--- config.mk ---
export PLATFORM = sky130hd
export DESIGN_NAME = slab_intensity_projection
export DESIGN_NICKNAME = d
export VERILOG_FILES = /design/src/design/sip_pkg.sv /design/src/design/sip_front.sv /design/src/design/sip_queue.sv /design/src/design/sip_back.sv /design/src/design/slab_intensity_projection.sv
export SDC_FILE = /design/constraint.sdc
export NUM_CORES = 1
export LEC_CHECK = 0
export BUFFER_PORTS_ARGS = -buffer_cell sky130_fd_sc_hd__clkbuf_2
export CELL_PAD_IN_SITES_DETAIL_PLACEMENT = 1
export CELL_PAD_IN_SITES_GLOBAL_PLACEMENT = 2
export CORE_ASPECT_RATIO = 2
export CORE_UTILIZATION = 41
export CTS_CLUSTER_DIAMETER = 50
export DETAILED_ROUTE_END_ITERATION = 12
export GPL_ROUTABILITY_DRIVEN = 0
export HOLD_SLACK_MARGIN = 0.1
export PLACE_DENSITY = 0.9
export SYNTH_ARGS = -nofsm -noshare
export SYNTH_HDL_FRONTEND = slang
export SYNTH_SLANG_ARGS = --single-unit
--- constraint.sdc ---
create_clock -name clk -period 7.35 [get_ports clk]
set_input_delay 1.47 -clock clk [delete_from_list [all_inputs] [get_ports clk]]
set_output_delay 1.47 -clock clk [all_outputs]
set_load 0.005 [all_outputs]
--- src/design/sip_pkg.sv ---
// ----------------------------------------------------------------------------
// sip_pkg
// Shared types and constants of the slab intensity projection block:
// projection modes, register indexes and the job passed front to back.
// ----------------------------------------------------------------------------
`default_nettype none

package sip_pkg;

  // sample and result width
  localparam int SAMPLE_W = 16;
  // slab length register width and running sum width
  localparam int LEN_W    = 7;
  localparam int SUM_W    = 23;
  // configuration port
  localparam int CFG_IDX_W  = 1;
  localparam int CFG_DATA_W = 7;
  // depth of the job queue between front and back
  localparam int JOB_DEPTH = 2;
  // divider: numerator 2*|sum| + count, denominator 2*count
  localparam int NUM_W  = SUM_W + 1;
  localparam int DEN_W  = LEN_W + 1;
  localparam int REM_W  = DEN_W + 1;
  localparam int STEP_W = $clog2(NUM_W);

  // register indexes
  localparam logic [CFG_IDX_W-1:0] CFG_MODE     = 1'd0;
  localparam logic [CFG_IDX_W-1:0] CFG_SLAB_LEN = 1'd1;

  typedef enum logic [1:0] {
    MODE_AVG = 2'd0,
    MODE_MAX = 2'd1,
    MODE_MIN = 2'd2,
    MODE_MID = 2'd3
  } mode_t;

  // one finished slab: either a ready value or a sum still to be divided
  typedef struct packed {
    logic                    is_avg;
    logic signed [SUM_W-1:0] value;
    logic [LEN_W-1:0]        count;
  } job_t;

  typedef enum logic [1:0] {
    BK_IDLE  = 2'd0,
    BK_DIV   = 2'd1,
    BK_WRITE = 2'd2
  } bk_state_t;

endpackage

`default_nettype wire

--- src/design/sip_front.sv ---
// ----------------------------------------------------------------------------
// sip_front
// Accumulates samples of one slab (sum, max, min, middle sample) and hands a
// job to the back end when the slab is complete.
// ----------------------------------------------------------------------------
`default_nettype none

module sip_front
  import sip_pkg::*;
#(
  parameter int SLAB_MAX = 64
) (
  input  wire logic                       clk,
  input  wire logic                       rst_n,
  input  wire logic                       accept,
  input  wire logic signed [SAMPLE_W-1:0] sample,
  input  wire mode_t                      mode,
  input  wire logic [LEN_W-1:0]           slab_length,
  output logic                            job_push,
  output job_t                            job
);

  // largest length the register can express, limited by the parameter
  localparam int LenCap = (SLAB_MAX < (2 ** LEN_W - 1)) ? SLAB_MAX : (2 ** LEN_W - 1);
  localparam logic [LEN_W-1:0] LEN_CAP = LEN_W'(LenCap);
  localparam logic signed [SAMPLE_W-1:0] MOST_NEG = {1'b1, {(SAMPLE_W-1){1'b0}}};
  localparam logic signed [SAMPLE_W-1:0] MOST_POS = {1'b0, {(SAMPLE_W-1){1'b1}}};

  logic [LEN_W-1:0]           count_r, count_nxt;
  logic signed [SUM_W-1:0]    sum_r, sum_nxt;
  logic signed [SAMPLE_W-1:0] max_r, max_nxt;
  logic signed [SAMPLE_W-1:0] min_r, min_nxt;
  logic signed [SAMPLE_W-1:0] mid_r, mid_nxt;

  logic [LEN_W-1:0]           eff_len;
  logic [LEN_W-1:0]           cnt_inc;
  logic signed [SUM_W-1:0]    sum_inc;
  logic signed [SAMPLE_W-1:0] max_inc, min_inc, mid_inc;
  logic                       done;

  // effective slab length: zero acts as one, clamp at the cap
  always_comb begin
    if (slab_length == '0) begin
      eff_len = LEN_W'(1);
    end else if (slab_length > LEN_CAP) begin
      eff_len = LEN_CAP;
    end else begin
      eff_len = slab_length;
    end
  end

  // accumulator update for the current sample
  always_comb begin
    cnt_inc = count_r + LEN_W'(1);
    sum_inc = sum_r + SUM_W'(sample);
    max_inc = (sample > max_r) ? sample : max_r;
    min_inc = (sample < min_r) ? sample : min_r;
    mid_inc = (count_r == (eff_len >> 1)) ? sample : mid_r;
    done    = (cnt_inc >= eff_len);
  end

  // job contents for a completed slab
  always_comb begin
    job.count  = cnt_inc;
    job.is_avg = 1'b0;
    unique case (mode)
      MODE_AVG: begin
        job.is_avg = 1'b1;
        job.value  = sum_inc;
      end
      MODE_MAX: job.value = SUM_W'(max_inc);
      MODE_MIN: job.value = SUM_W'(min_inc);
      MODE_MID: job.value = SUM_W'(mid_inc);
      default:  job.value = SUM_W'(mid_inc);
    endcase
    job_push = accept && done;
  end

  // next accumulator state: clear after a completed slab
  always_comb begin
    count_nxt = count_r;
    sum_nxt   = sum_r;
    max_nxt   = max_r;
    min_nxt   = min_r;
    mid_nxt   = mid_r;
    if (accept) begin
      if (done) begin
        count_nxt = '0;
        sum_nxt   = '0;
        max_nxt   = MOST_NEG;
        min_nxt   = MOST_POS;
        mid_nxt   = '0;
      end else begin
        count_nxt = cnt_inc;
        sum_nxt   = sum_inc;
        max_nxt   = max_inc;
        min_nxt   = min_inc;
        mid_nxt   = mid_inc;
      end
    end
  end

  always_ff @(posedge clk) begin
    if (!rst_n) begin
      count_r <= '0;
      sum_r   <= '0;
      max_r   <= MOST_NEG;
      min_r   <= MOST_POS;
      mid_r   <= '0;
    end else begin
      count_r <= count_nxt;
      sum_r   <= sum_nxt;
      max_r   <= max_nxt;
      min_r   <= min_nxt;
      mid_r   <= mid_nxt;
    end
  end

endmodule

`default_nettype wire

--- src/design/sip_queue.sv ---
// ----------------------------------------------------------------------------
// sip_queue
// Short job queue between the accumulating front end and the back end.
// ----------------------------------------------------------------------------
`default_nettype none

module sip_queue
  import sip_pkg::*;
(
  input  wire logic clk,
  input  wire logic rst_n,
  input  wire logic push,
  input  wire job_t push_job,
  input  wire logic pop,
  output job_t      head,
  output logic      full,
  output logic      empty
);

  localparam int PtrW = (JOB_DEPTH > 1) ? $clog2(JOB_DEPTH) : 1;
  localparam int CntW = $clog2(JOB_DEPTH + 1);
  localparam logic [CntW-1:0] DEPTH_C = CntW'(JOB_DEPTH);
  localparam logic [PtrW-1:0] LAST_P  = PtrW'(JOB_DEPTH - 1);

  job_t            slot_r [JOB_DEPTH];
  logic [PtrW-1:0] wr_ptr_r, wr_ptr_nxt;
  logic [PtrW-1:0] rd_ptr_r, rd_ptr_nxt;
  logic [CntW-1:0] fill_r, fill_nxt;
  logic            do_push, do_pop;

  // status and head
  always_comb begin
    full    = (fill_r == DEPTH_C);
    empty   = (fill_r == '0);
    head    = slot_r[rd_ptr_r];
    do_push = push && !full;
    do_pop  = pop && !empty;
  end

  // pointer and fill update
  always_comb begin
    wr_ptr_nxt = wr_ptr_r;
    rd_ptr_nxt = rd_ptr_r;
    fill_nxt   = fill_r;
    if (do_push) begin
      wr_ptr_nxt = (wr_ptr_r == LAST_P) ? '0 : wr_ptr_r + PtrW'(1);
    end
    if (do_pop) begin
      rd_ptr_nxt = (rd_ptr_r == LAST_P) ? '0 : rd_ptr_r + PtrW'(1);
    end
    if (do_push && !do_pop) begin
      fill_nxt = fill_r + CntW'(1);
    end else if (do_pop && !do_push) begin
      fill_nxt = fill_r - CntW'(1);
    end
  end

  always_ff @(posedge clk) begin
    if (!rst_n) begin
      wr_ptr_r <= '0;
      rd_ptr_r <= '0;
      fill_r   <= '0;
    end else begin
      wr_ptr_r <= wr_ptr_nxt;
      rd_ptr_r <= rd_ptr_nxt;
      fill_r   <= fill_nxt;
    end
  end

  // storage
  always_ff @(posedge clk) begin
    if (do_push) begin
      slot_r[wr_ptr_r] <= push_job;
    end
  end

endmodule

`default_nettype wire

--- src/design/sip_back.sv ---
// ----------------------------------------------------------------------------
// sip_back
// Finishes jobs: passes selected values through, divides slab sums by the
// sample count with a bit-serial divider, and holds the result register.
// ----------------------------------------------------------------------------
`default_nettype none

module sip_back
  import sip_pkg::*;
(
  input  wire logic                       clk,
  input  wire logic                       rst_n,
  input  wire job_t                       head,
  input  wire logic                       job_empty,
  output logic                            job_pop,
  input  wire logic                       out_pop,
  output logic                            out_empty,
  output logic signed [SAMPLE_W-1:0]      out_value
);

  localparam logic [STEP_W-1:0] LAST_STEP = STEP_W'(NUM_W - 1);

  bk_state_t                  state_r, state_nxt;
  logic [NUM_W-1:0]           num_r, num_nxt;
  logic [DEN_W-1:0]           den_r, den_nxt;
  logic [REM_W-1:0]           rem_r, rem_nxt;
  logic                       neg_r, neg_nxt;
  logic [STEP_W-1:0]          step_r, step_nxt;
  logic [SAMPLE_W-1:0]        res_r, res_nxt;
  logic                       oval_r, oval_nxt;
  logic [SAMPLE_W-1:0]        odata_r, odata_nxt;

  logic [SUM_W-1:0]           mag;
  logic [REM_W-1:0]           trial;
  logic                       qbit;
  logic [NUM_W-1:0]           quot;
  logic                       slot_free;

  // divider step and operand preparation
  always_comb begin
    mag       = head.value[SUM_W-1] ? SUM_W'(-head.value) : SUM_W'(head.value);
    trial     = {rem_r[REM_W-2:0], num_r[NUM_W-1]};
    qbit      = (trial >= {1'b0, den_r});
    quot      = {num_r[NUM_W-2:0], qbit};
    slot_free = !oval_r || out_pop;
  end

  // next state
  always_comb begin
    state_nxt = state_r;
    unique case (state_r)
      BK_IDLE: begin
        if (!job_empty) begin
          state_nxt = head.is_avg ? BK_DIV : BK_WRITE;
        end
      end
      BK_DIV: begin
        if (step_r == LAST_STEP) begin
          state_nxt = BK_WRITE;
        end
      end
      BK_WRITE: begin
        if (slot_free) begin
          state_nxt = BK_IDLE;
        end
      end
      default: state_nxt = BK_IDLE;
    endcase
  end

  // datapath and outputs
  always_comb begin
    job_pop   = 1'b0;
    num_nxt   = num_r;
    den_nxt   = den_r;
    rem_nxt   = rem_r;
    neg_nxt   = neg_r;
    step_nxt  = step_r;
    res_nxt   = res_r;
    oval_nxt  = oval_r && !out_pop;
    odata_nxt = odata_r;
    unique case (state_r)
      BK_IDLE: begin
        if (!job_empty) begin
          job_pop  = 1'b1;
          res_nxt  = head.value[SAMPLE_W-1:0];
          num_nxt  = {mag, 1'b0} + NUM_W'(head.count);
          den_nxt  = {head.count, 1'b0};
          rem_nxt  = '0;
          neg_nxt  = head.value[SUM_W-1];
          step_nxt = '0;
        end
      end
      BK_DIV: begin
        num_nxt  = quot;
        rem_nxt  = qbit ? (trial - {1'b0, den_r}) : trial;
        step_nxt = step_r + STEP_W'(1);
        if (step_r == LAST_STEP) begin
          res_nxt = neg_r ? SAMPLE_W'(-quot[SAMPLE_W-1:0]) : quot[SAMPLE_W-1:0];
        end
      end
      BK_WRITE: begin
        if (slot_free) begin
          oval_nxt  = 1'b1;
          odata_nxt = res_r;
        end
      end
      default: begin
      end
    endcase
    out_empty = !oval_r;
    out_value = odata_r;
  end

  always_ff @(posedge clk) begin
    if (!rst_n) begin
      state_r <= BK_IDLE;
      oval_r  <= 1'b0;
      step_r  <= '0;
    end else begin
      state_r <= state_nxt;
      oval_r  <= oval_nxt;
      step_r  <= step_nxt;
    end
  end

  // payload registers
  always_ff @(posedge clk) begin
    num_r   <= num_nxt;
    den_r   <= den_nxt;
    rem_r   <= rem_nxt;
    neg_r   <= neg_nxt;
    res_r   <= res_nxt;
    odata_r <= odata_nxt;
  end

endmodule

`default_nettype wire

--- src/design/slab_intensity_projection.sv ---
// ----------------------------------------------------------------------------
// slab_intensity_projection
// Reduces each slab of CT samples to one average, maximum, minimum or middle
// value. A front end accumulates, a two-entry job queue decouples it from a
// back end that divides and holds the result register.
// ----------------------------------------------------------------------------
// back end: max, min and middle values go straight to the result register,
//   averages first pass through a 24-step serial divider
// throughput: one sample per cycle; the back end finishes one slab before it
//   takes the next, the job queue stalls input only when it fills
// reset: mode maximum, slab length 1, accumulators cleared, queues empty
// ----------------------------------------------------------------------------
`default_nettype none

module slab_intensity_projection
  import sip_pkg::*;
#(
  parameter int SLAB_MAX = 64
) (
  input  wire logic                       clk,
  input  wire logic                       rst_n,
  // input channel
  input  wire logic                       push,
  output logic                            full,
  input  wire logic signed [SAMPLE_W-1:0] in_sample,
  // result channel
  output logic                            empty,
  input  wire logic                       pop,
  output logic signed [SAMPLE_W-1:0]      out_projected_value,
  // configuration
  input  wire logic                       cfg_we,
  input  wire logic [CFG_IDX_W-1:0]       cfg_index,
  input  wire logic [CFG_DATA_W-1:0]      cfg_data
);

  mode_t            mode_r;
  logic [LEN_W-1:0] len_r;

  logic accept;
  logic job_push, job_pop, job_full, job_empty;
  job_t push_job, head;

  // configuration registers
  always_ff @(posedge clk) begin
    if (!rst_n) begin
      mode_r <= MODE_MAX;
      len_r  <= LEN_W'(1);
    end else if (cfg_we) begin
      unique case (cfg_index)
        CFG_MODE:     mode_r <= mode_t'(cfg_data[1:0]);
        CFG_SLAB_LEN: len_r  <= cfg_data[LEN_W-1:0];
        default: begin
        end
      endcase
    end
  end

  // input transaction
  assign full   = job_full;
  assign accept = push && !full;

  sip_front #(
    .SLAB_MAX (SLAB_MAX)
  ) u_front (
    .clk         (clk),
    .rst_n       (rst_n),
    .accept      (accept),
    .sample      (in_sample),
    .mode        (mode_r),
    .slab_length (len_r),
    .job_push    (job_push),
    .job         (push_job)
  );

  sip_queue u_queue (
    .clk      (clk),
    .rst_n    (rst_n),
    .push     (job_push),
    .push_job (push_job),
    .pop      (job_pop),
    .head     (head),
    .full     (job_full),
    .empty    (job_empty)
  );

  sip_back u_back (
    .clk       (clk),
    .rst_n     (rst_n),
    .head      (head),
    .job_empty (job_empty),
    .job_pop   (job_pop),
    .out_pop   (pop),
    .out_empty (empty),
    .out_value (out_projected_value)
  );

  // a completed slab never meets a full job queue
  assert property (@(posedge clk) disable iff (!rst_n) job_push |-> !job_full)
    else $error("job pushed into full queue");

  // the back end only takes a job that is there
  assert property (@(posedge clk) disable iff (!rst_n) job_pop |-> !job_empty)
    else $error("job popped from empty queue");

  // a job taken from the queue leaves it non-full next cycle
  assert property (@(posedge clk) disable iff (!rst_n)
    (job_pop && !job_push) |=> !job_full)
    else $error("job queue fill lost on pop");

endmodule

`default_nettype wire
* After elaboration in Yosys (flattened, before gate mapping)
Memory sizes are Yosys's and may differ from the RTL's. A register that Yosys moved wholly into a read port is not among the register bits. Index checks and enable logic that the tools add are counted. Widths: inputs -> output; s select.
Operators by class: add/sub/neg operators 11, magnitude comparators 5, eq/ne operators 11, muxes and demuxes 41, bitwise operators 2, reductions and logical operators 27
Operator list (count):
- $mux 16 | 9
- $pmux 23 s4 | 1
- $pmux 24 s2 | 1
- $mux 23 | 2
- $pmux 16 s2 | 1
- $add 24x7->24 | 1
- $mux 24 | 1
- $add 23x16->23 | 1
- $neg 23->23 | 1
- $mux 7 | 3
- $gt 16x16->1 | 1
- $lt 16x16->1 | 1
- $mux 8 | 2
- $neg 16->16 | 1
- $pmux 8 s2 | 1
- $mux 2 | 6
- $mux 1 | 11
- $pmux 5 s2 | 1
- $reduce_and 2->1 | 5
- $ge 9x8->1 | 1
- $eq 2x2->1 const B | 4
- $sub 8x8->8 | 1
- $add 7x1->7 const B | 1
- $eq 7x6->1 | 1
- other kinds (20) | 39
Storage, ports and cells: bits in registers 171, bits in writable memories 62, input bits 29, output and inout bits 18, word-level logic and storage cells 117, memories kept 1
Memory list:
- u_queue.slot_r | words 2, bits a word 31, read ports 1, clocked after memory_dff 1, wr ports 1, RTL line sip_queue.sv:25 | job_t slot_r [JOB_DEPTH];

* Depth between registers and ports, before layout
depth in word-level cells 10, depth in mapped cells 19, depth with buffers taken out 17

* Modules after synthesis
Synthesis repeated with hierarchy kept, for this count alone.
Second synthesis, totals: cells, all modules 1419, area total of the unflattened synthesis 14022.2 um^2
Modules (own cells, without submodules):
- sip_front | times used 1, cells each 736, area each 6083.3 um^2, sequential area each 1561.5 um^2
- sip_back | times used 1, cells each 520, area each 5094.9 um^2, sequential area each 2322.2 um^2
- sip_queue | times used 1, cells each 121, area each 2459.9 um^2, sequential area each 1961.9 um^2
- slab_intensity_projection | times used 1, cells each 42, area each 384.1 um^2, sequential area each 180.2 um^2

* Least setup slack after synthesis
OpenSTA, ideal clock, no wires.
path type register to register, start point reg (tool-made name), end point reg u_back.num_r[22] (data pin), library setup time 0.266 ns, arrival time 4.844 ns, required time 7.084 ns, slack 2.240 ns, cell stages (with the launch flop) 18, buffers on the path 6, period minus slack after synthesis 5.110 ns, path through dfxtp_1 -> buf_2 -> buf_2 -> buf_2 -> buf_1 -> clkbuf_1 -> mux2i_1 -> ha_1 -> or4bb_1 -> a222oi_1 -> and2_1 -> clkbuf_1 -> a31oi_1 -> xor2_1 -> nand4_1 -> nor4b_2 -> xnor2_1 -> o21ai_1
RTL lines:
- end signal, assigned | RTL line sip_back.sv:129 | num_r <= num_nxt;
- end, declared | RTL line sip_back.sv:24 | logic [NUM_W-1:0] num_r, num_nxt;

==> run metrics <==
Post-synth EDFFs=134; vias in the first global route=11700; Die ar.=0.0338 mm²; Seq pwr share=0.353; Synthesis Warnings=0; Logic pwr share=0.417; final setup margin=2630 ps; final instance area=0.0151 mm²; DP Wirelength=27200 µm; Final period util=0.642; HP Class=register to register; die span in y=259 µm; Clock Latency Late Sink=530 ps; cell taking the most area after synthesis=edfxtp_1; cts bufs inserted=24; ys async rst share=0; RSZ-0062 raised after global routing=no; Max Cap Violations=0; # diodes=0; Root Buffer Master=clkbuf_16; H-tree Lvls=1; core area=0.0323 mm²; CP startpoint kind=register; Worst EP required=7600 ps; share of layout cells above drive strength 1=0.100; worst clock skew=9.44 ps; vias per inst=5.71; #FFs+latches synth=234; DR iter-0 viols=395; antenna violations before repair=0; post-CTS setup buffers=0; NetSw=2.28 mW; synth unique cells=72; post-cts sizing count=0; Syn Std Cell Area=0.0136 mm²; Leak Pwr=5.75 nW; Sw Ratio=0.380; first-pass GRT wire length=60000 µm; Initial Utilization=0.419; Synth Flop Type=edfxtp_1; crit path max fanout=43; Placed Instance Area=0.0142 mm²; share of Yosys cell area claimed by the top area cell type=0.297; Mean Syn Cell Area=9.77 µm²; outcome=complete, no violations; synth top area cells=edfxtp_1 (30%), dfxtp_1 (15%), ha_1 (7.2%); die extent in x=131 µm; Worst Path Arrival=4970 ps; reg2reg path depth=16; Critical Path End Type=register; final net count=1521; maximum vdd drop=0.229 mV; P_int=3.72 mW; CTS tree=yes; Setup TNS=0 ps; most common cell in the netlist=edfxtp_1; Total Routing Usage GR=0.227; drt drc=0; syn nets=1497; wirelength, routed=36700 µm; most frequent cells after synthesis=edfxtp_1 (134), nand2_1 (104), nor2_1 (102); CTS Hold Bufs=0; Clock Sinks=234; Pwr Density=397 mW/mm²; WHS Path Cells=0; row count=93; largest net degree at the start of global routing=66; Fin. Hold Viols=0; Worst slew margin=0.305; Layout area overhead=11.6%; routed vias=10600; remaining antenna violation count=0; IO Port Bufs=46; Clock Path Buffers=3; I/O pin total=47; kind of critical path=register to register; Synth Instances=1387; setup violators final=0; Pre-antenna DRT Iters=4; HP Start=u_back.res_r[12]; Worst-path clk slew=60 ps; Post-Place Worst Slack=2220 ps; Fmax=212 MHz; Wirelength per Cell=19.8 µm; Slew Viols, Final=0; Clock Power Share=0.230; sequential area share after synthesis=0.445; crit path time final=4720 ps; Least-Margin Pin Slew=1010 ps; GR Overflow Total=0
[registers in the layout (all words and copies together), names as in the netlist, 8 cells and up, named ones only]
| register | cells |
|---|---|
| u_back.res_r | 16 |
| u_back.out_value | 16 |
| u_front.max_r | 16 |
| u_front.sum_r | 23 |
| u_back.rem_r | 8 |
| u_queue.slot_r | 62 |
| u_front.min_r | 16 |
| u_front.mid_r | 16 |
| u_back.num_r | 24 |
[critical path, cell delays in order, from the launching register on]
cell,delay [ps]
dfxtp_2,510
buf_4,490
mux2i_1,250
buf_4,270
inv_1,320
nand2_1,170
o21ai_0,170
ha_1,340
a21o_1,120
a21oi_1,110
o21ai_0,180
o211ai_1,230
nor4_4,450
nand4_1,250
nor3_1,280
xor2_1,170
a21oi_1,80
[placed cells by master, fill, tap and decap left out, drive strengths merged, types with 34 or more instances in the layout]
master,instances
dfxtp,100
nand2,104
mux2i,55
xnor2,49
nand3,34
ha,78
xor2,38
a21oi,99
edfxtp,134
o21ai,76
nor2b,41
clkbuf,73
nor2,102
inv,66
[layout make-up]
| cell class | instances | area, µm² |
|---|---|---|
| Fill cell | 3767 | 17200 |
| Timing Repair Buffer | 65 | 373 |
| Multi-Input combinational cell | 1022 | 7050 |
| Clock inverter | 17 | 259 |
| Clock buffer | 27 | 633 |
| Sequential cell | 234 | 6030 |
| Inverter | 64 | 240 |
| Tap cell | 427 | 534 |
[cells by family (layout without fill, tap and decap cells)]
logic type,count (synthesis),in the layout,synth area share
AO/OA/AOI/OAI,355,355,0.169
XOR/XNOR,87,87,0.0562
adder cells (fa/ha/maj),81,81,0.0764
buffers and inverters,131,173,0.0366
flip-flops,234,234,0.445
multiplexers,74,74,0.0564
AND/OR/NAND/NOR,425,425,0.161
[metrics by stage]
step           hold WS (ps)  instances  utilization  power, mW
2_1_floorplan           400       1387            -       3.94
3_3_place_gp            401       1812        0.440       4.50
3_5_place_dp            406       1812        0.440       4.63
4_1_cts                 421       1856        0.467       6.06
5_1_grt                 425       1856        0.467       6.41
6_report                419       1856        0.467       6.00
[power by group through the flow]
stage	registers, mW	clock network, mW	logic, mW
final	2.12	1.38	2.50
after global routing	2.16	1.46	2.80
after CTS	2.12	1.41	2.53
after detailed placement	2.14	0	2.49
after global placement	2.12	0	2.38
after floorplan	2.06	0	1.88
[per-layer routing]
layer | global-route usage | vias up | part of all wire
met2 | 0.451 | 155 | 0.57
met4 | 0.124 | 0 | 0.053
met5 | 0 | - | 0
met1 | 0.220 | 5256 | 0.36
met3 | 0.0221 | 84 | 0.022
li1 | - | 5111 | -
[worst paths after layout]
kind,endpoint,slack (ps)
min reg2reg,u_back.out_value[12],420
min,u_back.out_value[12],420
max,u_back.num_r[20],2630
max reg2reg,u_back.num_r[20],2630
Power figures use the tool's default switching activity.
